$ cat config.mk
export PLATFORM = sky130hd
export DESIGN_NAME = scanned_address_dedup_table_unit
export DESIGN_NICKNAME = d
export VERILOG_FILES = /design/src/rtl/sadt_pkg.sv /design/src/rtl/scanned_address_dedup_table_unit.sv /design/src/rtl/sadt_datapath.sv /design/src/rtl/sadt_ctrl.sv
export SDC_FILE = /design/constraint.sdc
export NUM_CORES = 2
export LEC_CHECK = 0
export ABC_AREA = 0
export BUFFER_PORTS_ARGS = -buffer_cell sky130_fd_sc_hd__buf_2
export CORE_ASPECT_RATIO = 0.7
export CORE_MARGIN = 5
export CORE_UTILIZATION = 40
export CTS_CLUSTER_SIZE = 20
export DETAILED_ROUTE_END_ITERATION = 16
export GPL_TIMING_DRIVEN = 0
export PLACE_DENSITY = 0.6
export SYNTH_ARGS = -nofsm -noshare
export SYNTH_HDL_FRONTEND = slang
export SYNTH_SLANG_ARGS = --single-unit
$ cat constraint.sdc
create_clock -name clk_i -period 11 [get_ports clk_i]
set_input_delay 1.65 -clock clk_i [delete_from_list [all_inputs] [get_ports clk_i]]
set_output_delay 1.65 -clock clk_i [all_outputs]
set_load 0.05 [all_outputs]
$ cat src/rtl/sadt_pkg.sv
// ----------------------------------------------------------------------------
// Scanned address dedup table package
// Shared types, codes and constants for the address table controller,
// datapath, top level and checker.
// ----------------------------------------------------------------------------
package sadt_pkg;

  localparam int unsigned TableDepthDefault = 32;
  localparam int unsigned AddrW             = 48;
  localparam int unsigned StrengthW         = 8;
  localparam int unsigned IndexW            = 8;
  localparam int unsigned CountOutW         = 6;

  typedef enum logic [1:0] {
    CMD_SIGHTING = 2'd0,
    CMD_READ     = 2'd1,
    CMD_CLEAR    = 2'd2
  } cmd_e;

  typedef enum logic [2:0] {
    RS_ADDED     = 3'd0,
    RS_DUPLICATE = 3'd1,
    RS_FULL      = 3'd2,
    RS_READ_HIT  = 3'd3,
    RS_READ_MISS = 3'd4,
    RS_CLEARED   = 3'd5
  } rsp_status_e;

  typedef enum logic [1:0] {
    ST_IDLE,
    ST_DECODE,
    ST_SCAN,
    ST_READ
  } state_e;

  typedef struct packed {
    logic [1:0]                  command;
    logic [AddrW-1:0]            device_address;
    logic signed [StrengthW-1:0] signal_strength;
    logic [IndexW-1:0]           entry_index;
  } sadt_req_t;

  typedef struct packed {
    logic [2:0]                  status;
    logic [AddrW-1:0]            entry_address;
    logic signed [StrengthW-1:0] entry_strength;
    logic [CountOutW-1:0]        entry_count;
  } sadt_rsp_t;

  typedef struct packed {
    logic        load;
    logic        scan_init;
    logic        scan_step;
    logic        rd_issue;
    logic        append;
    logic        clear;
    logic        respond;
    rsp_status_e status;
  } sadt_ctrl_t;

  typedef struct packed {
    logic [1:0] command;
    logic       full;
    logic       empty;
    logic       idx_hit;
    logic       match;
    logic       scan_done;
  } sadt_stat_t;

endpackage

$ cat src/rtl/scanned_address_dedup_table_unit.sv
// ----------------------------------------------------------------------------
// Scanned address dedup table
// A clear, a full table, an empty table, a read miss or the unused command
// is answered straight from the decode state; a read hit first reads its
// entry; a sighting that must be checked scans the table, one stored entry
// per cycle through the single memory read port. A duplicate ends the scan
// at its matching entry. One request at a time; busy is low again in the
// done_o cycle, so a new request can be taken from that cycle on.
// Reset clears the count and the controller; the stores are undefined until
// written.
// ----------------------------------------------------------------------------
module scanned_address_dedup_table_unit import sadt_pkg::*; #(
  parameter int unsigned TABLE_DEPTH = TableDepthDefault
) (
  input  logic      clk_i,
  input  logic      rst_ni,
  input  logic      start,
  output logic      busy,
  input  sadt_req_t req_i,
  output sadt_rsp_t rsp_o,
  output logic      done_o
);

  sadt_ctrl_t ctrl;
  sadt_stat_t stat;

  sadt_ctrl u_ctrl (
    .clk_i  (clk_i),
    .rst_ni (rst_ni),
    .start  (start),
    .busy   (busy),
    .stat_i (stat),
    .ctrl_o (ctrl)
  );

  sadt_datapath #(
    .TABLE_DEPTH (TABLE_DEPTH)
  ) u_datapath (
    .clk_i  (clk_i),
    .rst_ni (rst_ni),
    .req_i  (req_i),
    .ctrl_i (ctrl),
    .stat_o (stat),
    .rsp_o  (rsp_o),
    .done_o (done_o)
  );

endmodule

$ cat src/rtl/sadt_datapath.sv
// ----------------------------------------------------------------------------
// Scanned address dedup table datapath
// Holds the request, the entry count, the address and strength memories with
// a registered read port, the scan index and the result register.
// ----------------------------------------------------------------------------
module sadt_datapath import sadt_pkg::*; #(
  parameter int unsigned TABLE_DEPTH = TableDepthDefault
) (
  input  logic       clk_i,
  input  logic       rst_ni,
  input  sadt_req_t  req_i,
  input  sadt_ctrl_t ctrl_i,
  output sadt_stat_t stat_o,
  output sadt_rsp_t  rsp_o,
  output logic       done_o
);

  localparam int unsigned CntW = $clog2(TABLE_DEPTH + 1);
  localparam int unsigned IdxW = (TABLE_DEPTH > 1) ? $clog2(TABLE_DEPTH) : 1;
  localparam int unsigned CmpW = (CntW > IndexW) ? CntW : IndexW;

  logic [AddrW-1:0]     addr_mem [TABLE_DEPTH];
  logic [StrengthW-1:0] str_mem  [TABLE_DEPTH];

  sadt_req_t            req_q;
  logic [CntW-1:0]      cnt_q, cnt_d;
  logic [CntW-1:0]      idx_q;
  logic                 cmp_vld_q;
  logic                 cmp_last_q;
  logic [AddrW-1:0]     rd_addr_q;
  logic [StrengthW-1:0] rd_str_q;
  sadt_rsp_t            res_q;
  logic                 res_vld_q;

  logic [CmpW-1:0]      idx_ext;
  logic [CmpW-1:0]      cnt_ext;
  logic [CntW+5:0]      cnt_wide;
  logic                 scan_issue;
  logic                 rd_en;
  logic [IdxW-1:0]      rd_idx;
  logic [IdxW-1:0]      wr_idx;
  logic                 match;

  assign idx_ext    = CmpW'(req_q.entry_index);
  assign cnt_ext    = CmpW'(cnt_q);
  assign scan_issue = idx_q < cnt_q;
  assign rd_en      = (ctrl_i.scan_step && scan_issue) || ctrl_i.rd_issue;
  assign rd_idx     = ctrl_i.scan_step ? idx_q[IdxW-1:0] : idx_ext[IdxW-1:0];
  assign wr_idx     = cnt_q[IdxW-1:0];
  assign match      = cmp_vld_q && (rd_addr_q == req_q.device_address);

  always_comb begin
    if (ctrl_i.clear) begin
      cnt_d = '0;
    end else if (ctrl_i.append) begin
      cnt_d = cnt_q + CntW'(1);
    end else begin
      cnt_d = cnt_q;
    end
  end

  assign cnt_wide = {6'b0, cnt_d};

  assign stat_o.command   = req_q.command;
  assign stat_o.full      = cnt_q == CntW'(TABLE_DEPTH);
  assign stat_o.empty     = cnt_q == '0;
  assign stat_o.idx_hit   = idx_ext < cnt_ext;
  assign stat_o.match     = match;
  assign stat_o.scan_done = cmp_vld_q && cmp_last_q && !match;

  always_ff @(posedge clk_i) begin
    if (ctrl_i.load) begin
      req_q <= req_i;
    end
    if (ctrl_i.scan_init) begin
      idx_q <= '0;
    end else if (ctrl_i.scan_step && scan_issue) begin
      idx_q <= idx_q + CntW'(1);
    end
    cmp_last_q <= idx_q == (cnt_q - CntW'(1));
  end

  always_ff @(posedge clk_i or negedge rst_ni) begin
    if (!rst_ni) begin
      cnt_q     <= '0;
      cmp_vld_q <= 1'b0;
      res_vld_q <= 1'b0;
    end else begin
      cnt_q     <= cnt_d;
      cmp_vld_q <= ctrl_i.scan_step && scan_issue;
      res_vld_q <= ctrl_i.respond;
    end
  end

  always_ff @(posedge clk_i) begin
    if (ctrl_i.append) begin
      addr_mem[wr_idx] <= req_q.device_address;
      str_mem[wr_idx]  <= req_q.signal_strength;
    end
  end

  always_ff @(posedge clk_i) begin
    if (rd_en) begin
      rd_addr_q <= addr_mem[rd_idx];
      rd_str_q  <= str_mem[rd_idx];
    end
  end

  always_ff @(posedge clk_i) begin
    if (ctrl_i.respond) begin
      res_q.status      <= ctrl_i.status;
      res_q.entry_count <= cnt_wide[CountOutW-1:0];
      if (ctrl_i.status == RS_READ_HIT) begin
        res_q.entry_address  <= rd_addr_q;
        res_q.entry_strength <= $signed(rd_str_q);
      end else begin
        res_q.entry_address  <= '0;
        res_q.entry_strength <= '0;
      end
    end
  end

  assign rsp_o  = res_q;
  assign done_o = res_vld_q;

endmodule

$ cat src/rtl/sadt_ctrl.sv
// ----------------------------------------------------------------------------
// Scanned address dedup table controller
// Sequences decode, duplicate scan, entry read and the single response of
// each request through command signals to the datapath.
// ----------------------------------------------------------------------------
module sadt_ctrl import sadt_pkg::*; (
  input  logic       clk_i,
  input  logic       rst_ni,
  input  logic       start,
  output logic       busy,
  input  sadt_stat_t stat_i,
  output sadt_ctrl_t ctrl_o
);

  state_e state_q, state_d;

  always_ff @(posedge clk_i or negedge rst_ni) begin
    if (!rst_ni) begin
      state_q <= ST_IDLE;
    end else begin
      state_q <= state_d;
    end
  end

  always_comb begin
    state_d = state_q;
    ctrl_o  = '{default: '0, status: RS_READ_MISS};
    unique case (state_q)
      ST_IDLE: begin
        if (start) begin
          ctrl_o.load = 1'b1;
          state_d     = ST_DECODE;
        end
      end
      ST_DECODE: begin
        state_d = ST_IDLE;
        unique case (stat_i.command)
          CMD_SIGHTING: begin
            if (stat_i.full) begin
              ctrl_o.respond = 1'b1;
              ctrl_o.status  = RS_FULL;
            end else if (stat_i.empty) begin
              ctrl_o.append  = 1'b1;
              ctrl_o.respond = 1'b1;
              ctrl_o.status  = RS_ADDED;
            end else begin
              ctrl_o.scan_init = 1'b1;
              state_d          = ST_SCAN;
            end
          end
          CMD_READ: begin
            if (stat_i.idx_hit) begin
              ctrl_o.rd_issue = 1'b1;
              state_d         = ST_READ;
            end else begin
              ctrl_o.respond = 1'b1;
              ctrl_o.status  = RS_READ_MISS;
            end
          end
          CMD_CLEAR: begin
            ctrl_o.clear   = 1'b1;
            ctrl_o.respond = 1'b1;
            ctrl_o.status  = RS_CLEARED;
          end
          default: begin
            ctrl_o.respond = 1'b1;
            ctrl_o.status  = RS_READ_MISS;
          end
        endcase
      end
      ST_SCAN: begin
        ctrl_o.scan_step = 1'b1;
        if (stat_i.match) begin
          ctrl_o.respond = 1'b1;
          ctrl_o.status  = RS_DUPLICATE;
          state_d        = ST_IDLE;
        end else if (stat_i.scan_done) begin
          ctrl_o.append  = 1'b1;
          ctrl_o.respond = 1'b1;
          ctrl_o.status  = RS_ADDED;
          state_d        = ST_IDLE;
        end
      end
      ST_READ: begin
        ctrl_o.respond = 1'b1;
        ctrl_o.status  = RS_READ_HIT;
        state_d        = ST_IDLE;
      end
      default: begin
        state_d = ST_IDLE;
      end
    endcase
  end

  assign busy = state_q != ST_IDLE;

endmodule

==> results.py <==
metrics = {
    "route": {
        "first_pass_iters": 6,
        "via_per_inst": 5.66,
        "vias": 39200,
        "remaining_drc_errors": 0,
        "antenna_left": 0,
        "drt_iter0_drc": 5264,
        "wl_per_cell_um": 29.2,
        "finalWirelength_um": 202000,
    },
    "final_layout": {
        "drive_gt1_share_pct": 23.7,
        "design_area_um2": 88100,
        "nets": 4372,
        "final_cell_mix": "edfxtp_1 (1979), nand2_1 (520), mux4_2 (448)",
        "syn2layout_area_growth_pct": 14.8,
        "postLayoutCoreUtil_pct": 46.2,
        "final_common_cell": "edfxtp_1",
    },
    "logic_synthesis": {
        "synth_top_flop_cell": "edfxtp_1",
        "synth-adder-area-share_pct": 0.408,
        "yosys.area_share.simple_pct": 5.67,
        "muxShareOfSynthArea_pct": 13.3,
        "synth-seq-cells": 1996,
        "yosysUniqueCellTypes": 43,
        "synth_xor_area_share_pct": 0.708,
        "synth_top_family_by_area": "multiplexers",
        "syn_avg_cell_area_um2": 19.8,
        "syn_inst": 3872,
        "synth_area_um2": 76700,
        "synth_edf_count": 1979,
        "async_flop_share_pct": 0.501,
        "synth_nets": 3966,
        "yosysWarnings": 0,
        "yosysSeqAreaShare_pct": 78.0,
        "synth_compound_area_share_pct": 0.675,
    },
    "timing": {
        "drv_slew": 0,
        "setup_tns_ns": 0,
        "max-slew-margin-rel_pct": 4.15,
        "rsz0062_at_grt": "no",
        "fin_crit_sh_pct": 51.1,
        "period_needed_ns": 5.62,
        "tightest_slew_ns": 1.42,
        "finalClockSkew_ns": 0.0455,
        "final-setup-viol-count": 0,
        "fmax_mhz": 178,
        "finalHoldViolCount": 0,
    },
    "critical_path": {
        "worstSetupEndpointType": "flip-flop",
        "startpoint_type": "flip-flop",
        "worstPathCellList": "xnor2_1 > nand4_1 > nor4_1 > nand4_1 > a21oi_1 > buf_2 > buf_2 > nand3_1 > nor2_1",
        "crit_slowest_cell": "nor4_1",
        "critical_path.max_stage_delay_ns": 1.25,
        "arrival_ns": 6.16,
        "required_ns": 11.54,
        "worstSetupPathType": "flip-flop to flip-flop",
        "crit_fanout": 33,
        "r2r_setup_slack_ns": 5.38,
    },
    "clock_network": {
        "cts_tree": "done",
        "post-cts-setup-buffer-count": 0,
        "hold_buffers": 0,
        "cts_buffers": 195,
        "cts_htree_levels": 4,
        "clkTransAtPathRegs_ns": 0.06,
        "clock_sinks": 1996,
        "cts_resized": 0,
        "clkLatencyLatePin_ns": 0.83,
        "cts_root_buf": "clkbuf_16",
        "cts_buffer_depth": 4,
    },
    "floorplanning": {
        "io_pins": 136,
        "coreArea_um2": 191000,
        "dieArea_um2": 201000,
        "fp-row-count": 134,
        "die_x_um": 533,
        "die_h_um": 376,
        "initial_core_util_pct": 40.2,
    },
    "outcome": {
        "status": "finished clean",
    },
    "global_route": {
        "grt_pass1_wl_um": 289000,
        "grt_antenna_before_repair": 9,
        "grt.overflow.total": 0,
        "grt_pass1_vias": 38800,
        "grt_max_degree": 50,
        "grt_usage_pct": 20.0,
    },
    "placement": {
        "gp_congestion": 0.799,
        "portBuffers": 135,
        "place_hpwl_um": 138000,
        "post_dp_cell_area_um2": 82300,
    },
    "power_and_ir_drop": {
        "p_per_area_nw_per_um2": 212,
        "p_leak_uw": 0.0280,
        "ir_worst_vdd_v": 0.000127,
    },
    "worst_hold_path": {
        "hp-class": "flip-flop to flip-flop",
    },
    "flow_run": {
        "drv_cap": 0,
    },
}
-- power by group --
group | switching (uW) | leakage (uW) | internal, uW
Combinational | 2090 | 0.00717 | 1070
Clock | 2780 | 0.00276 | 3410
Sequential | 399 | 0.0180 | 8900
-- synth_stat cells (5+ instances only) --
cell	count	area [um^2]
nand3_1	348	1740
mux4_2	448	10100
dfrtp_1	10	250
ha_1	25	313
nand2_1	521	1960
buf_2	101	505
dfxtp_1	7	140
inv_1	17	63.8
nand4_1	13	81.3
xnor2_1	58	508
buf_1	15	56.3
nor3_1	5	25.0
edfxtp_1	1979	59400
nor2_1	105	394
clkbuf_1	96	360
a21oi_1	11	55.1
o21ai_0	62	310
-- through the flow --
step                power [uW]  setup slack [ns]  cells  hold slack (ns)
CTS                      18800              5.43   6925            0.567
finish                   18700              5.38   6930            0.564
floorplan                11300              5.99   3872            0.511
detailed placement       12600              5.45   6597            0.555
global route             19400              5.36   6926            0.595
global placement         12600              1.39   6523            0.543
-- cell type report --
class,count,area (um^2)
fill,15900,103000
timing repair buffer,209,2230
buffer,212,935
clock inverter,80,532
inverter,17,63.8
clock buffer,248,5160
sequential,1996,59800
antenna,5,12.5
tap,2516,3150
multi-input combinational,1647,16200
-- critical path: cells and delay by family, from the launching register on --
family | cells | cell delay (ns)
XOR/XNOR | 1 | 0.62
AO/OA/AOI/OAI | 1 | 0.63
AND/OR/NAND/NOR | 5 | 2.49
flip-flops | 1 | 0.82
buffers and inverters | 2 | 0.74
-- flip-flops by register name, summed over array words and instances (netlist names), 2 cells and up --
signal / cells
u_datapath.addr_mem: 1536
u_datapath.str_mem: 256
u_datapath.rsp_o: 65
u_datapath.req_q: 56
u_datapath.rd_addr_q: 48
u_datapath.idx_ext: 8
u_datapath.rd_str_q: 8
u_datapath.cnt_q: 6
u_datapath.idx_q: 6
u_ctrl.state_q: 2
u_datapath.stat_o: 2
-- metal layers --
layer	GRT usage, %	up-vias	share of wire [%]	wire (um)
li1	-	16300	-	-
met1	30.3	20700	43	88000
met2	29.2	1916	44	88700
met3	5.20	260	11	21300
met4	4.26	4	2.2	4430
met5	0	-	0.013	27
-- worst paths after layout --
path	cells after the start	end	startpoint
min in group asynchronous	1	u_datapath.cnt_q[1]	rst_ni
worst max-delay path	9	u_datapath.rsp_o[57]	u_datapath.req_q[33]
worst min register to register	1	u_ctrl.state_q[0]	u_ctrl.state_q[0]
worst min-delay path	1	u_ctrl.state_q[0]	u_ctrl.state_q[0]
worst max register to register	9	u_datapath.rsp_o[57]	u_datapath.req_q[33]
max in group asynchronous	1	u_datapath.cnt_q[3]	rst_ni
-- cell families after synthesis --
family,Yosys count
buffers and inverters,229
muxes,455
and+or+nand+nor,1014
xor gates and xnor gates,62
adders and majority gates,25
AOI/OAI and AO/OA,91
DFF,1996
Note: power is estimated with default switching activity, not from simulation.
